$ cat src/sv/ipv4c_pkg.sv
package ipv4c_pkg;

  typedef enum logic [3:0] {
    V_ICMP          = 4'd0,
    V_TCP           = 4'd1,
    V_UDP           = 4'd2,
    V_PROTO_UNREACH = 4'd3,
    V_NOT_LOCAL     = 4'd4,
    V_RUNT          = 4'd5,
    V_BAD_VER_IHL   = 4'd6,
    V_TRUNCATED     = 4'd7,
    V_HINT_BAD      = 4'd8,
    V_CSUM_FAIL     = 4'd9,
    V_LEN_EXCEEDS   = 4'd10
  } verdict_e;

  localparam logic [31:0] LoopbackAddr  = 32'h7F00_0001;
  localparam logic [31:0] BroadcastAddr = 32'hFFFF_FFFF;
  localparam logic [15:0] MinHeader     = 16'd20;
  localparam logic [15:0] CountMax      = 16'hFFFF;

  localparam logic [7:0] ProtoIcmp = 8'd1;
  localparam logic [7:0] ProtoTcp  = 8'd6;
  localparam logic [7:0] ProtoUdp  = 8'd17;

  typedef struct packed {
    logic [7:0] data;
    logic       first;
    logic       last;
    logic       hint_good;
    logic       hint_bad;
  } byte_item_t;

  typedef struct packed {
    verdict_e    verdict;
    logic [7:0]  protocol_number;
    logic [31:0] source_address;
    logic [31:0] dest_address;
    logic [5:0]  header_length;
    logic [15:0] payload_length;
  } result_t;

endpackage

$ cat src/sv/ipv4c_in_stage.sv
module ipv4c_in_stage import ipv4c_pkg::*; (
  input  logic       clk_i,
  input  logic       rst_ni,
  input  logic       in_valid_i,
  input  byte_item_t in_item_i,
  input  logic       fire_i,
  output logic       in_stall_o,
  output logic       valid_o,
  output byte_item_t item_o
);

  logic       valid_q, valid_d;
  byte_item_t item_q;
  logic       accept;

  assign in_stall_o = valid_q && !fire_i;
  assign accept     = in_valid_i && !in_stall_o;

  always_comb begin
    if (accept) begin
      valid_d = 1'b1;
    end else if (fire_i) begin
      valid_d = 1'b0;
    end else begin
      valid_d = valid_q;
    end
  end

  always_ff @(posedge clk_i or negedge rst_ni) begin
    if (!rst_ni) begin
      valid_q <= 1'b0;
    end else begin
      valid_q <= valid_d;
    end
  end

  always_ff @(posedge clk_i) begin
    if (accept) begin
      item_q <= in_item_i;
    end
  end

  assign valid_o = valid_q;
  assign item_o  = item_q;

endmodule

$ cat src/sv/ipv4c_frame_track.sv
module ipv4c_frame_track import ipv4c_pkg::*; (
  input  logic        clk_i,
  input  logic        rst_ni,
  input  logic        fire_i,
  input  byte_item_t  item_i,
  input  logic [31:0] local_address_i,
  output result_t     result_o
);

  typedef struct packed {
    logic [15:0] byte_count;
    logic [5:0]  header_bytes;
    logic [3:0]  version_seen;
    logic [16:0] running_sum;
    logic [15:0] stored_checksum;
    logic [15:0] total_length;
    logic [7:0]  protocol_seen;
    logic [31:0] source_seen;
    logic [31:0] dest_seen;
    logic [1:0]  hint_flags;
    logic [7:0]  odd_byte_hold;
  } frame_t;

  frame_t st_q, st_d;
  frame_t base, upd;

  always_comb begin
    logic [15:0] pos;
    logic [7:0]  v;
    logic [16:0] s;
    logic [15:0] hb16;
    logic        is_local;
    verdict_e    verdict;

    if (item_i.first) begin
      base            = '0;
      base.hint_flags = {item_i.hint_bad, item_i.hint_good};
    end else begin
      base = st_q;
    end

    upd = base;
    pos = base.byte_count;

    if (pos == 16'd0) begin
      upd.version_seen = item_i.data[7:4];
      upd.header_bytes = {item_i.data[3:0], 2'b00};
    end else if (pos == 16'd2) begin
      upd.total_length[15:8] = item_i.data;
    end else if (pos == 16'd3) begin
      upd.total_length[7:0] = item_i.data;
    end else if (pos == 16'd9) begin
      upd.protocol_seen = item_i.data;
    end else if (pos == 16'd10) begin
      upd.stored_checksum[15:8] = item_i.data;
    end else if (pos == 16'd11) begin
      upd.stored_checksum[7:0] = item_i.data;
    end else if (pos inside {[16'd12:16'd15]}) begin
      upd.source_seen = {base.source_seen[23:0], item_i.data};
    end else if (pos inside {[16'd16:16'd19]}) begin
      upd.dest_seen = {base.dest_seen[23:0], item_i.data};
    end

    hb16 = {10'd0, upd.header_bytes};
    v    = (pos == 16'd10 || pos == 16'd11) ? 8'd0 : item_i.data;
    s    = base.running_sum + {1'b0, base.odd_byte_hold, v};
    if (pos < hb16) begin
      if (!pos[0]) begin
        upd.odd_byte_hold = v;
      end else begin
        upd.running_sum = {1'b0, s[15:0]} + {16'd0, s[16]};
      end
    end

    if (base.byte_count < CountMax) begin
      upd.byte_count = base.byte_count + 16'd1;
    end

    is_local = (upd.dest_seen == LoopbackAddr) || (upd.dest_seen == BroadcastAddr) ||
               ((local_address_i != 32'd0) && (upd.dest_seen == local_address_i));

    if (upd.byte_count < MinHeader) begin
      verdict = V_RUNT;
    end else if (upd.version_seen != 4'd4 || hb16 < MinHeader) begin
      verdict = V_BAD_VER_IHL;
    end else if (upd.byte_count < hb16) begin
      verdict = V_TRUNCATED;
    end else if (upd.hint_flags[1]) begin
      verdict = V_HINT_BAD;
    end else if (!upd.hint_flags[0] && (~upd.running_sum[15:0] != upd.stored_checksum)) begin
      verdict = V_CSUM_FAIL;
    end else if (upd.total_length > upd.byte_count) begin
      verdict = V_LEN_EXCEEDS;
    end else if (!is_local) begin
      verdict = V_NOT_LOCAL;
    end else begin
      case (upd.protocol_seen)
        ProtoIcmp: verdict = V_ICMP;
        ProtoTcp:  verdict = V_TCP;
        ProtoUdp:  verdict = V_UDP;
        default:   verdict = V_PROTO_UNREACH;
      endcase
    end

    result_o.verdict         = verdict;
    result_o.protocol_number = upd.protocol_seen;
    result_o.source_address  = upd.source_seen;
    result_o.dest_address    = upd.dest_seen;
    result_o.header_length   = upd.header_bytes;
    result_o.payload_length  = (upd.total_length > hb16) ? (upd.total_length - hb16) : 16'd0;

    st_d = item_i.last ? '0 : upd;
  end

  always_ff @(posedge clk_i or negedge rst_ni) begin
    if (!rst_ni) begin
      st_q <= '0;
    end else if (fire_i) begin
      st_q <= st_d;
    end
  end

endmodule

$ cat src/sv/ipv4_rx_header_classifier.sv
// IPv4 receive header classifier.
// The input channel carries one frame byte per transfer with first and last
// marks; the checksum hints are sampled with the first byte. The output
// channel carries one verdict with the captured header fields for each frame,
// produced by the transfer of its last byte. Both channels use valid and
// stall; a transfer happens at a clock edge with valid high and stall low.
// The local address register is written whenever cfg_we_i is high.
// A byte is held in an input register, then one pass of logic updates the
// frame state and, on a last byte, loads the result register. A verdict is
// offered from the clock edge at which its last byte leaves the input
// register. One byte is taken in every cycle unless a last byte waits
// behind a blocked verdict; the rate is set by the one-pass state update.
// While the receiver stalls, a finished verdict waits in the result register
// and bytes that do not end a frame keep flowing; only a second last byte
// waits in the input register, which then stalls the sender.
// Reset clears the frame state, the local address and both valid flags.
module ipv4_rx_header_classifier import ipv4c_pkg::*; (
  input  logic        clk_i,
  input  logic        rst_ni,
  input  logic        cfg_we_i,
  input  logic [31:0] cfg_data_i,
  input  logic        in_valid_i,
  output logic        in_stall_o,
  input  logic [7:0]  data_byte_i,
  input  logic        first_byte_i,
  input  logic        last_byte_i,
  input  logic        hint_checksum_good_i,
  input  logic        hint_checksum_bad_i,
  output logic        out_valid_o,
  input  logic        out_stall_i,
  output logic [3:0]  verdict_o,
  output logic [7:0]  protocol_number_o,
  output logic [31:0] source_address_o,
  output logic [31:0] dest_address_o,
  output logic [5:0]  header_length_o,
  output logic [15:0] payload_length_o
);

  logic [31:0] local_address_q;
  byte_item_t  in_item, a_item;
  logic        a_valid, fire, out_free;
  result_t     result, result_q;
  logic        out_valid_q, out_valid_d;

  assign in_item = '{data: data_byte_i, first: first_byte_i, last: last_byte_i,
                     hint_good: hint_checksum_good_i, hint_bad: hint_checksum_bad_i};

  assign out_free = !out_valid_q || !out_stall_i;
  assign fire     = a_valid && (!a_item.last || out_free);

  ipv4c_in_stage u_in_stage (
    .clk_i      (clk_i),
    .rst_ni     (rst_ni),
    .in_valid_i (in_valid_i),
    .in_item_i  (in_item),
    .fire_i     (fire),
    .in_stall_o (in_stall_o),
    .valid_o    (a_valid),
    .item_o     (a_item)
  );

  ipv4c_frame_track u_frame_track (
    .clk_i           (clk_i),
    .rst_ni          (rst_ni),
    .fire_i          (fire),
    .item_i          (a_item),
    .local_address_i (local_address_q),
    .result_o        (result)
  );

  always_ff @(posedge clk_i or negedge rst_ni) begin
    if (!rst_ni) begin
      local_address_q <= '0;
    end else if (cfg_we_i) begin
      local_address_q <= cfg_data_i;
    end
  end

  always_comb begin
    if (fire && a_item.last) begin
      out_valid_d = 1'b1;
    end else if (!out_stall_i) begin
      out_valid_d = 1'b0;
    end else begin
      out_valid_d = out_valid_q;
    end
  end

  always_ff @(posedge clk_i or negedge rst_ni) begin
    if (!rst_ni) begin
      out_valid_q <= 1'b0;
    end else begin
      out_valid_q <= out_valid_d;
    end
  end

  always_ff @(posedge clk_i) begin
    if (fire && a_item.last) begin
      result_q <= result;
    end
  end

  assign out_valid_o       = out_valid_q;
  assign verdict_o         = result_q.verdict;
  assign protocol_number_o = result_q.protocol_number;
  assign source_address_o  = result_q.source_address;
  assign dest_address_o    = result_q.dest_address;
  assign header_length_o   = result_q.header_length;
  assign payload_length_o  = result_q.payload_length;

`ifndef ASSERT_OFF
  a_stall_only_on_blocked_result: assert property (
    @(posedge clk_i) disable iff (!rst_ni)
    in_stall_o |-> (out_valid_o && out_stall_i)
  ) else $error("input stalled without a blocked result");

  a_delivered_has_header: assert property (
    @(posedge clk_i) disable iff (!rst_ni)
    (out_valid_o && (verdict_o == V_ICMP || verdict_o == V_TCP || verdict_o == V_UDP ||
     verdict_o == V_PROTO_UNREACH || verdict_o == V_NOT_LOCAL)) |-> (header_length_o >= 6'd20)
  ) else $error("frame passed header checks with a short header");

  a_icmp_protocol: assert property (
    @(posedge clk_i) disable iff (!rst_ni)
    (out_valid_o && verdict_o == V_ICMP) |-> (protocol_number_o == ProtoIcmp)
  ) else $error("icmp verdict with another protocol");

  a_not_local_addr: assert property (
    @(posedge clk_i) disable iff (!rst_ni)
    (out_valid_o && verdict_o == V_NOT_LOCAL) |->
      (dest_address_o != LoopbackAddr && dest_address_o != BroadcastAddr)
  ) else $error("loopback or broadcast reported as not local");
`endif

endmodule

$ cat config.mk
export PLATFORM = sky130hd
export DESIGN_NAME = ipv4_rx_header_classifier
export DESIGN_NICKNAME = d
export VERILOG_FILES = /design/src/sv/ipv4c_pkg.sv /design/src/sv/ipv4c_in_stage.sv /design/src/sv/ipv4c_frame_track.sv /design/src/sv/ipv4_rx_header_classifier.sv
export SDC_FILE = /design/constraint.sdc
export NUM_CORES = 1
export LEC_CHECK = 0
export ABC_AREA = 1
export BUFFER_PORTS_ARGS = -buffer_cell sky130_fd_sc_hd__buf_4
export CAP_MARGIN = 20
export CORE_MARGIN = 5
export CORE_UTILIZATION = 54
export CTS_CLUSTER_SIZE = 10
export DETAILED_ROUTE_END_ITERATION = 8
export GPL_ROUTABILITY_DRIVEN = 0
export GPL_TIMING_DRIVEN = 0
export PLACE_DENSITY_LB_ADDON = 0.2
export SETUP_SLACK_MARGIN = 0.02
export SLEW_MARGIN = 20
export SYNTH_ARGS = -nofsm -noshare
export SYNTH_HDL_FRONTEND = slang
export SYNTH_HIERARCHICAL = 1
export SYNTH_SLANG_ARGS = --single-unit
export TNS_END_PERCENT = 1
$ cat constraint.sdc
create_clock -name clk_i -period 17.6 [get_ports clk_i]
set_input_delay 2.64 -clock clk_i [delete_from_list [all_inputs] [get_ports clk_i]]
set_output_delay 2.64 -clock clk_i [all_outputs]
set_load 0.005 [all_outputs]
### After elaboration in Yosys (flattened, before gate mapping)

Cells that the tools add are included.

* $lt $le $gt $ge: 11
* mux-type cells: 38
* bitwise logic cells: 1
* $add $sub $neg: 4
* eq/ne operators: 14
* reduce and logical (&&, ||, !) cells: 24

Operator list (count)
* 2-to-1 mux 157 bit: 2
* 2-to-1 mux 64 bit: 3
* 2-to-1 mux 104 bit: 1
* 2-to-1 mux 32 bit: 3
* 2-to-1 mux 80 bit: 1
* 2-to-1 mux 72 bit: 1
* 2-to-1 mux 8 bit: 9
* 2-to-1 mux 16 bit: 4
* equality test 16 x 4 -> 1 bit (second input constant): 3
* 2-to-1 mux 17 bit: 2
* equality test 16 x 2 -> 1 bit (second input constant): 2
* equality test 32 x 31 -> 1 bit (second input constant): 1
* equality test 32 bit: 1
* equality test 32 bit (second input constant): 1
* less-than comparator 16 x 6 -> 1 bit: 2
* nonzero test 32 bit: 1
* adder 16 x 1 -> 17 bit: 1
* adder 17 x 16 -> 17 bit: 1
* adder 16 x 1 -> 16 bit (second input constant): 1
* greater-or-equal comparator 16 x 4 -> 1 bit (second input constant): 1
* greater-or-equal comparator 16 x 5 -> 1 bit (second input constant): 1
* > comparator 16 bit: 1
* > comparator 16 x 6 -> 1 bit: 1
* <= comparator 16 x 4 -> 1 bit (second input constant): 1
* other kinds (23): 47

* register bits after elaboration: 301
* logic and storage cells: 118
* bits of input ports: 49

### Depth between registers and ports, before layout

Gate-level depths: netlist (run 1).

* depth after elaboration: 20
* depth in mapped cells: 47
* depth with buffers taken out: 44

### Hierarchy

Netlist (run 1), hierarchy kept.

Modules (own cells, without submodules)
* ipv4c_frame_track: cells an instance 2129, area an instance 13365.3 µm², times used 1, sequential area each 3928.8 µm²
* ipv4_rx_header_classifier: cells an instance 243, area an instance 4419.2 µm², times used 1, sequential area each 3768.6 µm²
* ipv4c_in_stage: cells an instance 19, area an instance 417.9 µm², times used 1, sequential area each 385.4 µm²

### Least setup slack after synthesis (run 1)

No wires, ideal clock.

* path kind: register -> register
* from: register u_in_stage.item_q, in the netlist u_in_stage/item_o[3]
* to: register result_q, in the netlist verdict_o[3] (data pin)
* library setup time: 0.255 ns
* stages on the path, launching flop included: 45
* required time: 17.345 ns
* clock period less this slack: 5.922 ns
* path slack: 11.678 ns
* path buffers: 5
* data arrival time: 5.666 ns
* cells stage by stage: edfxtp_1 > buf_6 > clkbuf_1 > buf_2 > buf_1 > clkbuf_1 > nor2_1 > ha_1 > nand4_1 > nand2_1 > nor2_1 > ha_1 > fa_1 > nand2_1 > nand2_1 > nand3_1 > nand2_1 > nand3_1 > (+9 left out) > nand3_1 > nor2_1 > nand3_1 > nor2_1 > nand2_1 > nand3_1 > nand2_1 > nand2_1 > nand2_1 > nand2_1 > nand2_1 > nor2_1 > nand2_1 > nor2_1 > nand2_1 > nand2_1 > nand3_1 > nor3b_2

* word-level cells in the longest chain between the ends: 13
* elaborated cells on any way between the ends: 42
* those cells by class: 3 x add/sub; 6 x order compare; 7 x eq/ne; 19 x mux; 1 x bitwise; 6 x reduce/logical

Ends and longest elaborated chain
* start: declaration: line ipv4c_in_stage.sv:13 `byte_item_t item_q;`
* start signal: assignment: line ipv4c_in_stage.sv:39 `item_q <= in_item_i;`
* 2-to-1 mux 157 bit *: line ipv4c_frame_track.sv:35 `if (item_i.first) begin`
* equality test 16 x 4 -> 1 bit, on equally long branches: line ipv4c_frame_track.sv:54, ipv4c_frame_track.sv:65, ipv4c_frame_track.sv:56
* logical OR 1 bit: line ipv4c_frame_track.sv:65 `v = (pos == 16'd10 || pos == 16'd11) ? 8'd0 : item_i.data;`
* 2-to-1 mux 8 bit: line ipv4c_frame_track.sv:65
* adder 17 x 16 -> 17 bit: line ipv4c_frame_track.sv:66 `s = base.running_sum + {1'b0, base.odd_byte_hold, v};`
* adder 16 x 1 -> 17 bit: line ipv4c_frame_track.sv:71 `upd.running_sum = {1'b0, s[15:0]} + {16'd0, s[16]};`
* 2-to-1 mux 17 bit: line ipv4c_frame_track.sv:68 `if (!pos[0]) begin`
* 2-to-1 mux 17 bit: line ipv4c_frame_track.sv:67 `if (pos < hb16) begin`
* inverter 16 bit: line ipv4c_frame_track.sv:90 `end else if (!upd.hint_flags[0] && (~upd.running_sum[15:0] != upd.stored_checksum)) begin`
* inequality test 16 bit: line ipv4c_frame_track.sv:90
* logical AND 1 bit: line ipv4c_frame_track.sv:90
* 2-to-1 mux 4 bit: line ipv4c_frame_track.sv:90
* 2-to-1 mux 4 bit: line ipv4c_frame_track.sv:88 `end else if (upd.hint_flags[1]) begin`
* end signal: assignment: line ipv4_rx_header_classifier.sv:99 `result_q <= result;`
* end: declaration: line ipv4_rx_header_classifier.sv:42 `result_t result, result_q;`

Mark *: on every way between the ends. The rest lies on a longest branch, timed or not.
A chain may end at the register's enable or synchronous reset.

### Worst setup path in the final report (run 1)

* from: register u_in_stage.item_q, in the netlist u_in_stage/item_o[3]
* to: register result_q, in the netlist verdict_o[0] (data pin)

* word-level cells in the longest chain between the ends: 20
* elaborated cells on any way between the ends: 67
* those cells by class: 3 x add/sub; 10 x order compare; 13 x eq/ne; 30 x mux; 1 x bitwise; 10 x reduce/logical

Ends and longest elaborated chain (line)
* 2-to-1 mux 157 bit *: ipv4c_frame_track.sv:35
* branches (longest 19 deep; another with adder 17 x 16 -> 17 bit)

Mark *: on every way between the ends.

==> metrics.txt, run 1 <==
core area=0.03345 sq mm; gr usage total=27.99%; status=finished clean; clock buffers created by TritonCTS=37; origin of the critical flop-to-flop path=u_in_stage/item_o[3]; crit path capture=verdict_o[0]; Syn Std Cell Area=0.01820 sq mm; R2R Path End=verdict_o[0]; vias in the first global route=16,260; largest net degree at the start of global routing=87; max frequency=114.4 MHz; CP most frequent cell=nand2_1; wire per inst=17.75 um; placed cell areas=0.01996 sq mm; HPWL Detailed=40.35 mm; Synth Area per Inst=7.613 sq um; Slew @ Worst Pin=0.8674 ns; required arrival time at the worst endpoint=17.88 ns; slowest CP cell=buf_1; Startpoint Class=flop; dominant cell type by area after synthesis=dfrtp_1; Power Dens Cells=87.65 mW/mm^2; Die W=193.6 um; Total Power=1843 uW; via count=17,070; Largest stage delay, worst path=0.56 ns; synth warn=6; Clk pin slew, worst setup/hold paths=0.06 ns; headroom to the max-slew limit=42.17%; final setup TNS=0 ns; antenna violations before repair=1; Top delay family on crit path=simple AND/OR/NAND/NOR gates; number of diodes=0; io pins=149; setup violators final=0; DR vias/cell=5.592; post-synth top area share=26.26%; setup bufs post-CTS=0; first-pass GRT wire length=86.08 mm; drt drc=0; hold path startpoint=u_frame_track/st_q[109]; row count=67; final wirelength=54.18 mm; max-slew violations=0; Reg2Reg Depth=47; Stages on worst setup path=47; Leak=0.01026 uW; commonest non-fill, non-tap cell in the layout=nand2_1; Worst setup startpoint=u_in_stage/item_o[3]; Nets=2,684; Post-Syn Instances=2,391; Finished Core Util=62.87%; Syn Nets=2,495; 1st-iter DRT viols=1,801; CP Class=flop to flop; Area Overhead vs Synth=15.53%; Clk Tree Root Cell=clkbuf_16; Final Hold Fails=0; post-CTS resize count=0; Clock Skews=0.01660 ns; Final Hold Slack=0.4888 ns; Seq/Total Area, Yosys=44.40%; Port Buffers=147; critical path arrival=9.02 ns; Pre-antenna DRT Iters=6; H-tree levels=2; initial cell density of the core=54.42%; worst-path maximum fanout=10; die area=0.03748 sq mm; Netlist cell types=58; CTS Sinks=301; synthesized flop and latch total=301; CP endpoint kind=flop; fin area=0.02103 sq mm; R2R setup slack=8.86 ns; grt ovf=0; Skew-Pair Late Insertion Delay=0.53 ns; hold buffer count at CTS=0; synth top area cells=dfrtp_1, edfxtp_1, nand2_1, inv_1, nor2_1; Peak VDD IR=68.17 uV; max_cap viols=0; share of cells above drive strength 1=12.86%; Max clock buf depth=3; die height=193.6 um; fin crit share=49.68%; ANT nets after route=0; Worst Path Buf+Inv=6; most frequent cells in the layout=nand2_1, inv_1, nor2_1; hold crit path type=flop to flop; unrepaired setup endpoints after global routing=false; CTS tree=yes; post-route minimum period=8.744 ns
-- report_power, final --
group | switching (uW) | internal, uW
clock | 295 | 397
combinational | 241 | 115
sequential | 21.2 | 773
-- worst reg2reg max path, delay by kind of cell, from the launching register on --
kind,cells,cell delay [ns]
flops,1,0.54
fa+ha+maj,5,1.31
simple gates,34,4.04
compound gates,1,0.07
xor+xnor,1,0.23
buf+inv,6,2.28
-- cells by family after synthesis --
kind of cell	after synthesis	share of synthesized area (%)
buffers and inverters	543	12.04
adder cells (fa/ha/maj)	55	3.863
flip-flops	301	44.40
multiplexers	1	0.05499
AO/OA/AOI/OAI	422	13.84
XOR/XNOR	16	0.8112
AND/OR/NAND/NOR	1053	24.99
-- registers in the layout, summed over array words and instances (netlist names) --
register            cells
verdict_o               4
u_in_stage/valid_o      1
u_frame_track/st_q    157
u_in_stage/item_o      12
payload_length_o       16
source_address_o       32
dest_address_o         32
local_address_q        32
protocol_number_o       8
out_valid_o             1
header_length_o         6
-- worst min path at each step --
| stage | to | slack (ns) | cells after the start |
|---|---|---|---|
| after floorplan | u_frame_track/st_q[84] | 0.45 | 2 |
| after global placement | u_frame_track/st_q[84] | 0.46 | 2 |
| after detailed placement | u_frame_track/st_q[84] | 0.47 | 2 |
| after CTS | u_frame_track/st_q[84] | 0.48 | 2 |
| after global routing | u_frame_track/st_q[85] | 0.51 | 2 |
| final | u_frame_track/st_q[109] | 0.49 | 2 |
-- layer usage --
metal	up-vias	wire length, um	GRT usage [%]
met5	-	9	0
met4	2	2324	10.94
met3	162	4733	4.853
met2	821	24580	45.15
met1	7939	22530	37.98
li1	8144	-	-
-- per-stage QoR --
| stage | worst slack [ns] | std cells |
|---|---|---|
| 3_5_place_dp | 9.145 | 2989 |
| 4_1_cts | 9.107 | 3052 |
| 5_1_grt | 8.265 | 3052 |
| 6_report | 8.856 | 3052 |
| 3_3_place_gp | 9.271 | 2986 |
| 2_1_floorplan | 11.68 | 2391 |
-- layout make-up --
cell class	instances	area (sq um)
Fill cell	2961	12420
Sequential cell	301	8083
Multi-Input combinational cell	1547	7928
Inverter	456	1717
Timing Repair Buffer	150	1194
Clock buffer	57	1011
Tap cell	448	560.5
Buffer	87	478.0
Clock inverter	6	58.81
-- cells in the mapped netlist, drive strengths merged --
| library cell | instances |
|---|---|
| a2111oi | 2 |
| a211oi | 3 |
| a21boi | 3 |
| a21o | 1 |
| a21oi | 49 |
| a22o | 2 |
| a31oi | 5 |
| and2 | 1 |
| buf | 26 |
| clkbuf | 61 |
| clkinv | 3 |
| dfrtp | 191 |
| edfxtp | 110 |
| fa | 2 |
| ha | 53 |
| inv | 453 |
| mux2i | 1 |
| nand2 | 540 |
| nand3 | 162 |
| nand3b | 10 |
| nand4 | 40 |
| nor2 | 250 |
| nor3 | 33 |
| nor3b | 1 |
| nor4 | 8 |
| o211ai | 11 |
| o21a | 2 |
| o21ai | 234 |
| o221ai | 2 |
| o22ai | 108 |
| or2 | 7 |
| or3b | 1 |
| xnor2 | 1 |
| xor2 | 15 |
Power figures use the tool's default switching activity.
==> run 2, diff against run 1 <==
clock period = 7.2 ns   (was 17.6 ns; I/O delays follow)
==> metrics.txt, run 2 (synthesis results as in run 1) <==
hold crit path type=primary input to asynchronous set/reset pin; H-tree levels=2 (unchanged); via count=17,040 (-0.19%); busiest grt layer=met2; Comb power frac=19.5% (+0.2 points); Clk pin slew, worst setup/hold paths=0.06 ns (about the same); largest net degree at the start of global routing=87 (unchanged); wire per inst=17.76 um (about the same); critical path arrival=7.07 ns (-1.95 ns); antenna violations before repair=1 (unchanged); initial cell density of the core=54.42% (unchanged); Largest stage delay, worst path=0.46 ns (-0.10 ns); clock buffers created by TritonCTS=37 (unchanged); first-pass GRT wire length=85.99 mm (about the same); M3 GR Usage=4.731% (-0.12 points); DP Worst Slack=-1.255 ns (-10.40 ns); number of diodes=0 (unchanged); setup violators final=0 (unchanged); NetSw=1368 uW (+150%); worst-path maximum fanout=19 (+9); CP Class=flop to flop; DR vias/cell=5.576 (-0.29%); Clock Skews=0.01837 ns (+0.001765 ns); Final Hold Slack=0.4244 ns (-0.06449 ns); Pint=3146 uW (+140%); required arrival time at the worst endpoint=7.48 ns (-10.40 ns); Power Dens Cells=213.7 mW/mm^2 (+140%); GRT met1 Usage=38.01% (about the same); Pre-antenna DRT Iters=6 (unchanged); max-slew violations=0 (unchanged); Max clock buf depth=3 (unchanged); Clk Tree Root Cell=clkbuf_16; commonest non-fill, non-tap cell in the layout=nand2_1; grt ovf=0 (unchanged); ANT nets after route=0 (unchanged); status=finished clean; worst setup margin=0.4075 ns (-8.449 ns); Skew-Pair Late Insertion Delay=0.54 ns (about the same); final setup TNS=0 ns (unchanged); Peak VDD IR=165.6 uV (+140%); HPWL Detailed=40.35 mm (unchanged); FILL cells=2,953 (-0.27%); CP most frequent cell=nand2_1; Port Buffers=147 (unchanged); Final Hold Fails=0 (unchanged); most flop-heavy register=u_frame_track/st_q; Area Overhead vs Synth=16.02%; Die W=193.6 um (unchanged); CTS Sinks=301 (unchanged); vias in the first global route=16,250 (-0.098%); fin crit share=94.34% (+45 points); row count=67 (unchanged); die height=193.6 um (unchanged); die area=0.03748 sq mm (unchanged); Top delay family on crit path=simple AND/OR/NAND/NOR gates; post-route minimum period=6.792 ns (-1.951 ns); Worst Path Buf+Inv=4 (-2); final wirelength=54.26 mm (+0.16%); core area=0.03345 sq mm (unchanged); Leak=0.01029 uW (+0.30%); most frequent cells in the layout=nand2_1, inv_1, nor2_1; CTS tree=yes; Nets=2,687 (+0.11%); global routing usage on met2=45.05% (-0.10 points); share of cells above drive strength 1=13.66% (+0.79 points); Startpoint Class=flop; Clock Power Share=37.6% (about the same); headroom to the max-slew limit=44.92% (+2.7 points); slowest CP cell=edfxtp_1; max frequency=147.2 MHz (+29%); gr usage total=27.93% (-0.056 points); Finished Core Util=63.14% (+0.27 points); CP endpoint kind=flop; io pins=149 (unchanged); max reg flops=157 (unchanged); Slew @ Worst Pin=0.8262 ns (-0.04117 ns); switch share=30.31% (+0.051 points); drt drc=0 (unchanged); max_cap viols=0 (unchanged); 1st-iter DRT viols=1,952 (+8.4%); power share of the sequential group=43.0% (about the same)
## run 2: changes by cell type in the layout (fill, tap and decap cells not counted), moves of 2 or more
cell / previous run / this run
buf_4: 149 / 155
buf_6: 11 / 13
clkbuf_1: 80 / 76
ha_1: 53 / 51
ha_2: 0 / 2
nor2_1: 239 / 231
nor2_2: 8 / 15
## run 2: final timing paths
check | startpoint | endpoint | slack (ns) | depth (start not counted)
setup / recovery | u_in_stage/item_o[3] | verdict_o[0] | 0.41 | 45
setup reg to reg | u_in_stage/item_o[3] | verdict_o[0] | 0.41 | 45
min in group clk_i | u_frame_track/st_q[84] | u_frame_track/st_q[84] | 0.48 | 2
hold reg to reg | u_frame_track/st_q[84] | u_frame_track/st_q[84] | 0.48 | 2
max in group asynchronous | rst_ni | local_address_q[4] | 5.66 | 3
hold / removal | rst_ni | u_frame_track/st_q[94] | 0.42 | 1
## run 2: worst reg2reg max path, delay by kind of cell (launching register included)
family / cells / cell delay, ns
AOI/OAI and AO/OA: 1 / 0.15
buffers and inverters: 4 / 0.72
xor gates and xnor gates: 1 / 0.26
and+or+nand+nor: 34 / 3.65
adders and majority gates: 5 / 1.29
DFF: 1 / 0.46
## run 2: stage by stage
step                cells  total power, uW  area, sq um
detailed placement   2989             2823        19960
global placement     2986             2799        19870
finish               3055             4514        21120
global route         3055             4714        21120
floorplan            2391             2506        18200
CTS                  3050             4517        21030
## run 2: final cells by class
cell class / count / area (sq um) / share of cell area, %
plain buffers: 85 / 489.2 / 2.317
flip-flops and latches: 301 / 8083 / 38.27
clock buffers: 57 / 1011 / 4.787
well taps: 448 / 560.5 / 2.654
repair buffers: 155 / 1231 / 5.830
clock inverters: 6 / 58.81 / 0.2785
multi-input cells: 1547 / 7968 / 37.73
inverters: 456 / 1717 / 8.129
## run 2: power groups by stage
| stage | clock network [uW] | logic [uW] | registers (uW) |
|---|---|---|---|
| detailed placement | 0 | 851 | 1970 |
| CTS | 1720 | 858 | 1940 |
| global route | 1790 | 971 | 1950 |
| floorplan | 0 | 543 | 1960 |
| finish | 1700 | 878 | 1940 |
| global placement | 0 | 824 | 1970 |
## run 2: what timing repair did
item | 4_1_cts | 5_1_grt
hold buffers | 0 | 0
buffers inserted | 0 | 5
setup endpoints to repair | 15 | 4
pin swaps | 0 | 3
gates resized for setup | 7 | 19
## run 2: routing by layer
layer	vias up	part of all wire [%]
met4	2	4.3
met3	154	9.7
met5	-	0.017
met2	839	46
met1	7893	41
li1	8148	-
==> run 3, diff against run 2 <==
CORE_MARGIN = not set   (was 5)
==> metrics.txt, run 3 (synthesis results as in run 1) <==
Final Hold Fails=0 (unchanged); HPWL Detailed=39.39 mm (-2.4%); origin of the critical flop-to-flop path=u_in_stage/item_o[3]; DR vias/cell=5.669 (+1.7%); status=finished clean; Clk pin slew, worst setup/hold paths=0.06 ns (about the same); Leak=0.01031 uW (+0.19%); Worst Path Buf+Inv=5 (+1); Slew @ Worst Pin=0.8998 ns (+0.07356 ns); Total Power=4548 uW (+0.76%); Power Dens Cells=215.0 mW/mm^2 (+0.58%); max reg flops=157 (unchanged); most flop-heavy register=u_frame_track/st_q; critical path arrival=7.03 ns (-0.04 ns); die height=185.6 um (-4.1%); fin crit share=93.80% (-0.54 points); vias in the first global route=16,350 (+0.64%); Largest stage delay, worst path=0.48 ns (+0.02 ns); Area Overhead vs Synth=16.22%; Die W=185.6 um (-4.1%); Nets=2,687 (unchanged); row count=66 (-1.5%); commonest non-fill, non-tap cell in the layout=nand2_1; DP Worst Slack=-1.200 ns (+0.05502 ns); busiest grt layer=met2; most frequent cells in the layout=nand2_1, inv_1, nor2_1; CP most frequent cell=nand2_1; wire per inst=17.50 um (-1.4%); required arrival time at the worst endpoint=7.48 ns (about the same); max_cap viols=0 (unchanged); io pins=149 (unchanged); gr usage total=31.54% (+3.6 points); worst setup margin=0.4463 ns (+0.03878 ns); final wirelength=53.41 mm (-1.6%); CTS Sinks=301 (unchanged); final setup TNS=0 ns (unchanged); Finished Core Util=64.36% (+1.2 points); via count=17,300 (+1.5%); hold crit path type=primary input to asynchronous set/reset pin; Skew-Pair Late Insertion Delay=0.55 ns (about the same); CTS tree=yes; Cell Count, Final, Fillers Out=3,051 (-0.13%); post-route minimum period=6.754 ns (-0.03878 ns); max frequency=148.1 MHz (+0.57%); die area=0.03445 sq mm (-8.1%); grt ovf=0 (unchanged); Top delay family on crit path=simple AND/OR/NAND/NOR gates; DP Cell Count=2,983 (-0.20%); worst-path maximum fanout=20 (+1); unrepaired setup endpoints after global routing=false; CP endpoint kind=flop; Max clock buf depth=3 (unchanged); headroom to the max-slew limit=40.02% (-4.9 points); 1st-iter DRT viols=1,675 (-14%); R2R setup slack=0.45 ns (+0.04 ns); M3 GR Usage=4.950% (+0.22 points); Port Buffers=147 (unchanged); ANT nets after route=0 (unchanged); largest net degree at the start of global routing=83 (-4.6%); Peak VDD IR=160.1 uV (-3.3%); Startpoint Class=flop; antenna violations before repair=0 (-1); global routing usage on met2=50.20% (+5.2 points); initial cell density of the core=55.38% (+0.96 points); max-slew violations=0 (unchanged); GRT met1 Usage=42.14% (+4.1 points); Stages on worst setup path=45 (unchanged); Reg2Reg Depth=45 (unchanged); drt drc=0 (unchanged); share of cells above drive strength 1=13.53% (-0.13 points); CP Class=flop to flop; Clock Skews=0.02735 ns (+0.008984 ns); H-tree levels=2 (unchanged); number of diodes=0 (unchanged); first-pass GRT wire length=84.76 mm (-1.4%); clock buffers created by TritonCTS=37 (unchanged); R2R Path End=verdict_o[0]; Clk Tree Root Cell=clkbuf_16; Pre-antenna DRT Iters=6 (unchanged); slowest CP cell=edfxtp_1; setup violators final=0 (unchanged); core area=0.03287 sq mm (-1.7%)
-- run 3: changes by cell type in the layout (fill, tap and decap cells not counted), moves of 2 or more --
cell / previous run / this run
buf_6: 13 / 11
clkbuf_1: 76 / 78
nor2_1: 231 / 233
nor2_2: 15 / 13
-- run 3: power breakdown --
group	leakage, uW	switching (uW)	internal (uW)
clock	0.000531	737	991
combinational	0.00614	594	287
sequential	0.00364	50.1	1890
-- run 3: metrics by stage --
step / hold WS [ns] / instance area (sq um)
detailed placement: 0.4697 / 19950
global placement: 0.4627 / 19860
finish: 0.4000 / 21150
CTS: 0.3997 / 21100
global route: 0.4172 / 21150
floorplan: 0.4497 / 18200
-- run 3: metal layers --
| metal | wire, um | up-vias |
|---|---|---|
| li1 | - | 8158 |
| met1 | 21960 | 8076 |
| met2 | 24290 | 896 |
| met3 | 4728 | 167 |
| met4 | 2434 | 0 |
| met5 | 0 | - |
-- run 3: layout make-up --
cell class | instances | area (sq um)
Buffer | 83 | 476.7
Clock buffer | 60 | 1032
Clock inverter | 5 | 80.08
Fill cell | 2879 | 11710
Inverter | 456 | 1723
Multi-Input combinational cell | 1547 | 7960
Sequential cell | 301 | 8083
Tap cell | 442 | 553.0
Timing Repair Buffer | 157 | 1246
-- run 3: worst max-delay path by stage --
stage | from | endpoint | slack [ns]
final | u_in_stage/item_o[3] | verdict_o[0] | 0.45
after global routing | u_in_stage/item_o[3] | verdict_o[0] | 0.06
after CTS | u_in_stage/item_o[3] | verdict_o[0] | 0.06
after detailed placement | u_in_stage/item_o[3] | verdict_o[0] | -1.20
after global placement | u_in_stage/item_o[3] | verdict_o[0] | -1.24
after floorplan | u_in_stage/item_o[3] | verdict_o[3] | 1.28
-- run 3: what timing repair did --
action | 4_1_cts | 5_1_grt
setup buffers | 1 | 6
pin swaps | 1 | 3
hold buffers | 0 | 0
setup endpoints to repair | 15 | 4
gates resized for setup | 11 | 13
